File: config.mk
export PLATFORM = sky130hd
export DESIGN_NAME = info_frame_deframer
export DESIGN_NICKNAME = d
export VERILOG_FILES = /design/src/dfr_pkg.sv /design/src/dfr_cfg_regs.sv /design/src/dfr_front.sv /design/src/dfr_queue.sv /design/src/dfr_back.sv /design/src/info_frame_deframer.sv
export SDC_FILE = /design/constraint.sdc
export NUM_CORES = 1
export LEC_CHECK = 0
export BUFFER_PORTS_ARGS = -buffer_cell sky130_fd_sc_hd__buf_2
export CORE_UTILIZATION = 57
export DETAILED_ROUTE_END_ITERATION = 10
export GPL_ROUTABILITY_DRIVEN = 0
export PLACE_DENSITY = 0.81
export SYNTH_ARGS = -nofsm -noshare
export SYNTH_HDL_FRONTEND = slang
export SYNTH_HIERARCHICAL = 1
export SYNTH_SLANG_ARGS = --single-unit
File: constraint.sdc
create_clock -name clk -period 2.7 [get_ports clk]
set_input_delay 0.54 -clock clk [delete_from_list [all_inputs] [get_ports clk]]
set_output_delay 0.54 -clock clk [all_outputs]
set_load 0.01 [all_outputs]
File: src/dfr_pkg.sv
`default_nettype none
package dfr_pkg;

    // Register map, index = paddr / 4
    localparam int unsigned REG_COUNT      = 5;
    localparam int unsigned REG_IDX_W      = 3;
    localparam int unsigned APB_ADDR_W     = REG_IDX_W + 2;
    localparam logic [REG_IDX_W-1:0] REG_FLAG    = 3'd0;
    localparam logic [REG_IDX_W-1:0] REG_ADDRESS = 3'd1;
    localparam logic [REG_IDX_W-1:0] REG_CONTROL = 3'd2;
    localparam logic [REG_IDX_W-1:0] REG_ESCAPE  = 3'd3;
    localparam logic [REG_IDX_W-1:0] REG_MASK    = 3'd4;

    // Reset values of the registers
    localparam logic [7:0] FLAG_RESET    = 8'h7E;
    localparam logic [7:0] ADDRESS_RESET = 8'h03;
    localparam logic [7:0] CONTROL_RESET = 8'h00;
    localparam logic [7:0] ESCAPE_RESET  = 8'h7D;
    localparam logic [7:0] MASK_RESET    = 8'h20;

    // Sequence bit inside the control byte
    localparam logic [7:0] SEQ_CONTROL_BIT = 8'h40;

    // Result kinds
    localparam logic [1:0] KIND_PAYLOAD = 2'd0;
    localparam logic [1:0] KIND_ACCEPT  = 2'd1;
    localparam logic [1:0] KIND_REJECT  = 2'd2;

    // Queue between front and back
    localparam int unsigned QUEUE_DEPTH = 2;
    localparam int unsigned QUEUE_PTR_W = $clog2(QUEUE_DEPTH);
    localparam int unsigned QUEUE_CNT_W = $clog2(QUEUE_DEPTH + 1);

    typedef struct packed {
        logic [7:0] flag_value;
        logic [7:0] address_value;
        logic [7:0] control_base;
        logic [7:0] escape_value;
        logic [7:0] unstuff_mask;
    } cfg_t;

    // One classified line byte
    typedef struct packed {
        logic [7:0] line_byte;
        logic [7:0] unstuffed;
        logic       is_flag;
        logic       is_escape;
        logic       is_address;
    } token_t;

endpackage
`default_nettype wire

File: src/dfr_cfg_regs.sv
`default_nettype none
module dfr_cfg_regs (
    input  wire                              clk,
    input  wire                              rst_n,
    input  wire                              psel,
    input  wire                              penable,
    input  wire                              pwrite,
    input  wire [dfr_pkg::APB_ADDR_W-1:0]    paddr,
    input  wire [31:0]                       pwdata,
    output logic [31:0]                      prdata,
    output logic                             pready,
    output dfr_pkg::cfg_t                    cfg
);
    import dfr_pkg::*;

    cfg_t                 cfg_reg;
    logic [REG_IDX_W-1:0] idx;
    logic                 wr_en;

    assign idx    = paddr[APB_ADDR_W-1:2];
    assign wr_en  = psel && penable && pwrite;
    assign pready = 1'b1;
    assign cfg    = cfg_reg;

    // Write the addressed register; writes past the map are dropped
    always_ff @(posedge clk or negedge rst_n)
    begin
        if (!rst_n)
        begin
            cfg_reg.flag_value    <= FLAG_RESET;
            cfg_reg.address_value <= ADDRESS_RESET;
            cfg_reg.control_base  <= CONTROL_RESET;
            cfg_reg.escape_value  <= ESCAPE_RESET;
            cfg_reg.unstuff_mask  <= MASK_RESET;
        end
        else if (wr_en)
        begin
            case (idx)
                REG_FLAG:    cfg_reg.flag_value    <= pwdata[7:0];
                REG_ADDRESS: cfg_reg.address_value <= pwdata[7:0];
                REG_CONTROL: cfg_reg.control_base  <= pwdata[7:0];
                REG_ESCAPE:  cfg_reg.escape_value  <= pwdata[7:0];
                REG_MASK:    cfg_reg.unstuff_mask  <= pwdata[7:0];
                default:     ;
            endcase
        end
    end

    // Read back
    always_comb
    begin
        case (idx)
            REG_FLAG:    prdata = {24'd0, cfg_reg.flag_value};
            REG_ADDRESS: prdata = {24'd0, cfg_reg.address_value};
            REG_CONTROL: prdata = {24'd0, cfg_reg.control_base};
            REG_ESCAPE:  prdata = {24'd0, cfg_reg.escape_value};
            REG_MASK:    prdata = {24'd0, cfg_reg.unstuff_mask};
            default:     prdata = 32'd0;
        endcase
    end

endmodule
`default_nettype wire

File: src/dfr_front.sv
`default_nettype none
module dfr_front (
    input  wire                 s_tvalid,
    output logic                s_tready,
    input  wire  [7:0]          s_tdata,
    input  dfr_pkg::cfg_t       cfg,
    output logic                push,
    output dfr_pkg::token_t     token,
    input  wire                 queue_full
);
    import dfr_pkg::*;

    // Accept whenever the queue has room
    assign s_tready = !queue_full;
    assign push     = s_tvalid && !queue_full;

    // Classify the byte against the static configuration
    always_comb
    begin
        token.line_byte  = s_tdata;
        token.unstuffed  = s_tdata ^ cfg.unstuff_mask;
        token.is_flag    = (s_tdata == cfg.flag_value);
        token.is_escape  = (s_tdata == cfg.escape_value);
        token.is_address = (s_tdata == cfg.address_value);
    end

endmodule
`default_nettype wire

File: src/dfr_queue.sv
`default_nettype none
module dfr_queue (
    input  wire              clk,
    input  wire              rst_n,
    input  wire              push,
    input  dfr_pkg::token_t  push_token,
    output logic             full,
    input  wire              pop,
    output logic             not_empty,
    output dfr_pkg::token_t  pop_token
);
    import dfr_pkg::*;

    token_t                 slots [QUEUE_DEPTH];
    logic [QUEUE_PTR_W-1:0] wr_ptr_reg;
    logic [QUEUE_PTR_W-1:0] rd_ptr_reg;
    logic [QUEUE_CNT_W-1:0] count_reg;

    assign full      = (count_reg == QUEUE_CNT_W'(QUEUE_DEPTH));
    assign not_empty = (count_reg != '0);
    assign pop_token = slots[rd_ptr_reg];

    // Store pushed tokens
    always_ff @(posedge clk)
    begin
        if (push)
        begin
            slots[wr_ptr_reg] <= push_token;
        end
    end

    // Advance pointers and track fill level
    always_ff @(posedge clk or negedge rst_n)
    begin
        if (!rst_n)
        begin
            wr_ptr_reg <= '0;
            rd_ptr_reg <= '0;
            count_reg  <= '0;
        end
        else
        begin
            if (push)
            begin
                wr_ptr_reg <= (wr_ptr_reg == QUEUE_PTR_W'(QUEUE_DEPTH - 1))
                              ? '0 : wr_ptr_reg + 1'b1;
            end
            if (pop)
            begin
                rd_ptr_reg <= (rd_ptr_reg == QUEUE_PTR_W'(QUEUE_DEPTH - 1))
                              ? '0 : rd_ptr_reg + 1'b1;
            end
            if (push && !pop)
            begin
                count_reg <= count_reg + 1'b1;
            end
            else if (pop && !push)
            begin
                count_reg <= count_reg - 1'b1;
            end
        end
    end

endmodule
`default_nettype wire

File: src/dfr_back.sv
`default_nettype none
module dfr_back (
    input  wire              clk,
    input  wire              rst_n,
    input  dfr_pkg::cfg_t    cfg,
    input  wire              tok_valid,
    input  dfr_pkg::token_t  tok,
    output logic             pop,
    output logic             m_tvalid,
    input  wire              m_tready,
    output logic [15:0]      m_tdata,
    output logic [1:0]       m_tuser
);
    import dfr_pkg::*;

    typedef enum logic [2:0] {
        PH_HUNT,
        PH_FLAG,
        PH_ADDR,
        PH_CTRL,
        PH_HDR_OK,
        PH_DATA,
        PH_ESCAPED
    } phase_t;

    phase_t     phase_reg, phase_next;
    logic [7:0] held_reg, held_next;
    logic [7:0] check_reg, check_next;
    logic       seq_reg, seq_next;
    logic       out_valid_reg, out_valid_next;
    logic [1:0] out_kind_reg, out_kind_next;
    logic [7:0] out_byte_reg, out_byte_next;
    logic       out_seq_reg, out_seq_next;

    logic [7:0] ctrl_expected;
    logic       emit;
    logic [1:0] emit_kind;
    logic [7:0] emit_byte;

    // Take a token when the output register is free or draining
    assign pop = tok_valid && (!out_valid_reg || m_tready);

    assign ctrl_expected = cfg.control_base | (seq_reg ? SEQ_CONTROL_BIT : 8'h00);

    // Frame parser
    always_comb
    begin
        phase_next = phase_reg;
        held_next  = held_reg;
        check_next = check_reg;
        seq_next   = seq_reg;
        emit       = 1'b0;
        emit_kind  = KIND_PAYLOAD;
        emit_byte  = 8'h00;
        case (phase_reg)
            PH_FLAG:
            begin
                if (tok.is_address)
                    phase_next = PH_ADDR;
                else if (!tok.is_flag)
                    phase_next = PH_HUNT;
            end
            PH_ADDR:
            begin
                if (tok.line_byte == ctrl_expected)
                    phase_next = PH_CTRL;
                else
                    phase_next = tok.is_flag ? PH_FLAG : PH_HUNT;
            end
            PH_CTRL:
            begin
                if (tok.line_byte == (cfg.address_value ^ ctrl_expected))
                begin
                    phase_next = PH_HDR_OK;
                    check_next = 8'h00;
                end
                else
                begin
                    phase_next = tok.is_flag ? PH_FLAG : PH_HUNT;
                end
            end
            PH_HDR_OK:
            begin
                if (tok.is_flag)
                begin
                    phase_next = PH_FLAG;
                end
                else if (tok.is_escape)
                begin
                    phase_next = PH_ESCAPED;
                end
                else
                begin
                    held_next  = tok.line_byte;
                    phase_next = PH_DATA;
                end
            end
            PH_DATA:
            begin
                emit = 1'b1;
                if (tok.is_flag)
                begin
                    // Closing flag: held byte is the trailer check
                    phase_next = PH_HUNT;
                    if (held_reg == check_reg)
                    begin
                        emit_kind = KIND_ACCEPT;
                        seq_next  = !seq_reg;
                    end
                    else
                    begin
                        emit_kind = KIND_REJECT;
                    end
                end
                else
                begin
                    emit_byte  = held_reg;
                    check_next = check_reg ^ held_reg;
                    if (tok.is_escape)
                        phase_next = PH_ESCAPED;
                    else
                        held_next = tok.line_byte;
                end
            end
            PH_ESCAPED:
            begin
                if (tok.is_flag)
                begin
                    // Abort sequence
                    phase_next = PH_HUNT;
                    emit       = 1'b1;
                    emit_kind  = KIND_REJECT;
                end
                else
                begin
                    held_next  = tok.unstuffed;
                    phase_next = PH_DATA;
                end
            end
            default:
            begin
                phase_next = tok.is_flag ? PH_FLAG : PH_HUNT;
            end
        endcase
    end

    // Output register next values
    always_comb
    begin
        out_kind_next = out_kind_reg;
        out_byte_next = out_byte_reg;
        out_seq_next  = out_seq_reg;
        if (pop)
        begin
            out_valid_next = emit;
            if (emit)
            begin
                out_kind_next = emit_kind;
                out_byte_next = emit_byte;
                out_seq_next  = seq_reg;
            end
        end
        else
        begin
            out_valid_next = out_valid_reg && !m_tready;
        end
    end

    // Hold parser state and the registered result
    always_ff @(posedge clk or negedge rst_n)
    begin
        if (!rst_n)
        begin
            phase_reg     <= PH_HUNT;
            held_reg      <= 8'h00;
            check_reg     <= 8'h00;
            seq_reg       <= 1'b0;
            out_valid_reg <= 1'b0;
            out_kind_reg  <= KIND_PAYLOAD;
            out_byte_reg  <= 8'h00;
            out_seq_reg   <= 1'b0;
        end
        else
        begin
            if (pop)
            begin
                phase_reg <= phase_next;
                held_reg  <= held_next;
                check_reg <= check_next;
                seq_reg   <= seq_next;
            end
            out_valid_reg <= out_valid_next;
            out_kind_reg  <= out_kind_next;
            out_byte_reg  <= out_byte_next;
            out_seq_reg   <= out_seq_next;
        end
    end

    assign m_tvalid = out_valid_reg;
    assign m_tuser  = out_kind_reg;
    assign m_tdata  = {7'd0, out_seq_reg, out_byte_reg};

endmodule
`default_nettype wire

File: src/info_frame_deframer.sv
`default_nettype none
// Channel  | Direction | Signals                      | Contents (low bit up)
// ---------+-----------+------------------------------+-------------------------------------
// s_axis   | in        | s_tvalid s_tready s_tdata[7:0] | line_byte[7:0]
// m_axis   | out       | m_tvalid m_tready m_tdata[15:0] | payload_byte[7:0], frame_sequence[8]
//          |           | m_tuser[1:0]                  | result_kind[1:0]
// apb      | in/out    | psel penable pwrite paddr[4:0] pwdata prdata pready | 5 byte regs
//
// One line byte per cycle while s_tready is high; a byte is classified and written to the
// queue at its transfer edge and, with an empty queue and an output register that is empty
// or being taken, parsed in the next cycle, which loads its result into the output register.
// A two-entry queue separates classifier and parser; the parser drains it whenever the
// output register is empty or being taken. While a result waits on m_axis the parser holds,
// the queue takes up to two more bytes and s_tready drops. Reset (rst_n, asynchronous)
// returns the parser to the flag hunt with sequence bit zero and loads the register defaults.
module info_frame_deframer (
    input  wire                           clk,
    input  wire                           rst_n,
    input  wire                           s_tvalid,
    output logic                          s_tready,
    input  wire  [7:0]                    s_tdata,   // line_byte[7:0]
    output logic                          m_tvalid,
    input  wire                           m_tready,
    output logic [15:0]                   m_tdata,   // payload_byte[7:0], frame_sequence[8]
    output logic [1:0]                    m_tuser,   // result_kind[1:0]
    input  wire                           psel,
    input  wire                           penable,
    input  wire                           pwrite,
    input  wire  [dfr_pkg::APB_ADDR_W-1:0] paddr,
    input  wire  [31:0]                   pwdata,
    output logic [31:0]                   prdata,
    output logic                          pready
);
    import dfr_pkg::*;

    cfg_t   cfg;
    token_t push_token;
    token_t pop_token;
    logic   push;
    logic   pop;
    logic   queue_full;
    logic   queue_not_empty;

    dfr_cfg_regs u_cfg (
        .clk     (clk),
        .rst_n   (rst_n),
        .psel    (psel),
        .penable (penable),
        .pwrite  (pwrite),
        .paddr   (paddr),
        .pwdata  (pwdata),
        .prdata  (prdata),
        .pready  (pready),
        .cfg     (cfg)
    );

    dfr_front u_front (
        .s_tvalid   (s_tvalid),
        .s_tready   (s_tready),
        .s_tdata    (s_tdata),
        .cfg        (cfg),
        .push       (push),
        .token      (push_token),
        .queue_full (queue_full)
    );

    dfr_queue u_queue (
        .clk        (clk),
        .rst_n      (rst_n),
        .push       (push),
        .push_token (push_token),
        .full       (queue_full),
        .pop        (pop),
        .not_empty  (queue_not_empty),
        .pop_token  (pop_token)
    );

    dfr_back u_back (
        .clk       (clk),
        .rst_n     (rst_n),
        .cfg       (cfg),
        .tok_valid (queue_not_empty),
        .tok       (pop_token),
        .pop       (pop),
        .m_tvalid  (m_tvalid),
        .m_tready  (m_tready),
        .m_tdata   (m_tdata),
        .m_tuser   (m_tuser)
    );

endmodule
`default_nettype wire

==> run summary <==
Status - finished clean
Post-CTS resize count - 0
Cell leakage power - 0.00306 µW
Area of combinational cells with multiple inputs - 2820 µm²
Worst path setup slack after routing - 0.295 ns
Sink count of the clock tree - 114
Share of Yosys cell area claimed by the top area cell type - 24.4%
Leading area contributor after synthesis - dfrtp_1
Sum of overflow across all layers after global routing - 0
Site Rows - 37
Reg2Reg Launch Point - u_queue/rd_ptr_reg
# nets final - 599
Max FO, Critical Path - 14
Number of synthesized flops with an enable pin - 38
Final setup TNS - 0 ns
Syn Inst Count - 500
Number of port buffers - 46
Post-synth cell types - 56
Via count of the first global-routing pass - 4,029
First-pass GRT wire length - 20,400 µm
Setup violators final - 0
Type of the worst setup path - reg -> reg
CP endpoint kind - flip-flop
R2r worst-path depth - 7
Sequential share of the synthesized area - 49.0%
Required time at the endpoint of the critical path - 3.10 ns
Post-DRT Antenna Nets - 0
Max_cap viols - 0
Fraction of the cycle the final worst path needs - 89.1%
Met2 routed WL - 6240 µm
Fin util - 66.6%
Die Ht - 107 µm
Diode insertion count for antenna repair - 0
Routed length per instance - 17.8 µm
Slew Viols, Final - 0
Total length of routed wires - 12,400 µm
Leading post-synthesis cells by cell area - dfrtp_1 24%, edfxtp_1 18%, mux2_2 7.4%, mux2_4 6.7%, dfstp_2 6.3%
Min cycle time layout - 2.41 ns
Sequential cell area - 3060 µm²
Power, Total - 6170 µW
Clock skew - 0.00754 ns
TritonCTS clock tree - done
Top_reg_cell synth - dfrtp_1
Flop-to-flop setup slack - 0.29 ns
Antenna violations before repair - 0
Number of failing hold endpoints at the final stage - 0
Synthesis-stage register bit count - 114
Number of ports placed on the die boundary - 105
Post-route met1 wirelength - 5190 µm
Peak per-stage delay on the critical path - 0.48 ns
CORE AREA - 10,500 µm²
Total power divided by cell area - 885 nW/µm²
Hold buffer count at CTS - 0
Fraction of layout cells with a size suffix above 1 - 32.9%
Overall global routing resource usage - 23.8%
Initial DRC Count - 152
Post-DP HPWL - 8300 µm
CP top delay family - flip-flops
Filler instances - 756
Die ar. - 11,400 µm²
Synthesized area divided by synthesized cell count - 12.5 µm²
Mean number of vias per cell - 5.62
Effective utilization at floorplan - 59.7%
RSZ-0062 raised after global routing - no
Area growth from synthesis to layout - 11.5%
DR vias - 3,903
Count of TritonRoute iterations in the first routing pass - 4
DRC violations left - 0
Clock latency on the worst-skew pair - 0.52 ns
Largest net degree at the start of global routing - 77
Data arrival time of the worst path - 2.81 ns
TritonCTS Buffers - 17
Worst hold-check path type - in -> async
Die extent in x - 107 µm
Cell Area, Synth - 6250 µm²
Post-Place Setup Slack - 0.286 ns
Met3 wire length - 675 µm
Yosys warns - 6
Slowest cell on crit path - dfrtp_1
Maximum clock path buffer count - 2
CTS root buf - clkbuf_8
Worst rel slew slack - 37.0%
Launch point of the worst path - u_queue/rd_ptr_reg
Clk slew on worst S/H paths - 0.05 ns
Fraction of synthesis flops using an asynchronous set or reset pin - 66.7%
Post-CTS setup buffer count - 0
Clock H-tree levels - 4
Kind of start point of the critical path - flip-flop
Capture point of the worst path - u_back/check_reg[0]
IR drop worst, VDD - 541 µV
Highest metal layer used by the detailed router - met4
Max reg flops - 40
Cell-by-cell trace of the critical path - buf_4 -> mux2_4 -> xnor3_1 -> nand4_1 -> nor4_4 -> o21bai_4 -> a22o_1
Crit path buf inv count - 1
Transition time at the pin with the least slew margin - 0.944 ns
Critical R2R Capture - u_back/check_reg[0]
Count of cell instances traversed by the critical path - 7
Max Clk Rate - 416 MHz
[worst min-delay path by stage]
stage | startpoint | endpoint | slack (ns) | cells past startpoint
after global routing | rst_n | u_back/held_reg[7] | 0.23 | 1
after floorplan | rst_n | u_back/check_reg[0] | 0.24 | 0
final | rst_n | u_back/check_reg[7] | 0.16 | 1
after global placement | u_back/m_tuser[0] | u_back/m_tuser[0] | 0.45 | 1
after detailed placement | u_back/out_byte_reg[1] | u_back/out_byte_reg[1] | 0.46 | 2
after CTS | rst_n | u_back/held_reg[5] | 0.20 | 1
[synthesized netlist by cell type (9+ instances only)]
master / n
edfxtp_1: 38
inv_1: 11
buf_4: 45
a21oi_1: 9
mux2_4: 28
nor2_1: 20
xor2_1: 21
nand3_1: 10
o21ai_0: 31
mux2_2: 41
xnor2_1: 33
nand2_1: 28
nand4_1: 9
dfstp_2: 15
dfrtp_1: 61
[metrics by stage]
| stage | instances | hold WS [ns] | instance area [µm²] |
|---|---|---|---|
| final | 695 | 0.162 | 6970 |
| after global routing | 695 | 0.229 | 6970 |
| after CTS | 695 | 0.197 | 6970 |
| after detailed placement | 663 | 0.465 | 6400 |
| after global placement | 663 | 0.454 | 6400 |
| after floorplan | 529 | 0.244 | 6350 |
[power by group]
part | leakage (µW) | internal [µW] | total (µW) | switching (µW)
registers | 0.00132 | 2170 | 2440 | 273
logic | 0.00146 | 848 | 1630 | 782
clock network | 0.000275 | 1350 | 2090 | 746
[area by class of cell]
class / count / share of cell area [%]
multi-input combinational: 345 / 40.5
timing repair buffer: 56 / 4.42
clock buffer: 21 / 6.45
clock inverter: 11 / 1.62
inverter: 12 / 0.647
sequential: 114 / 44.0
tap: 136 / 2.44
[layout by cell type (no fill, tap or decap), drive strengths merged, types with 3 or more instances in the layout]
| cell | synthesis | final |
|---|---|---|
| edfxtp | 38 | 38 |
| nand2 | 28 | 28 |
| nand4 | 9 | 9 |
| buf | 57 | 56 |
| dfrtp | 61 | 61 |
| a22oi | 8 | 8 |
| a32oi | 8 | 8 |
| a21oi | 9 | 9 |
| nand2b | 4 | 4 |
| xnor2 | 33 | 33 |
| dfstp | 15 | 15 |
| inv | 12 | 12 |
| nand3 | 10 | 10 |
| nor3 | 3 | 3 |
| o21ai | 31 | 31 |
| nor4 | 4 | 4 |
| xnor3 | 7 | 7 |
| a22o | 8 | 8 |
| clkinv | 0 | 7 |
| nor2b | 5 | 5 |
| mux2i | 8 | 8 |
| clkbuf | 1 | 21 |
| xor2 | 21 | 21 |
| conb | 3 | 32 |
| nor2 | 22 | 22 |
| mux2 | 69 | 69 |
| and2b | 4 | 4 |
[logic make-up (layout without fill, tap and decap cells)]
kind of cell	Yosys count	count (layout)	synth area share, %
buffers and inverters	70	100	7.59
other	3	32	0.180
AND/OR/NAND/NOR	97	97	8.93
multiplexers	77	77	15.4
adder cells (fa/ha/maj)	1	1	0.200
flip-flops	114	114	49.0
XOR/XNOR	61	61	10.1
AO/OA/AOI/OAI	77	77	8.57
[metal layers]
layer / GRT usage [%] / up-vias
met3: 6.14 / 21
met1: 29.9 / 1926
li1: - / 1812
met5: 0 / -
met4: 8.61 / 0
met2: 39.7 / 144
(Power assumes the default switching activity.)
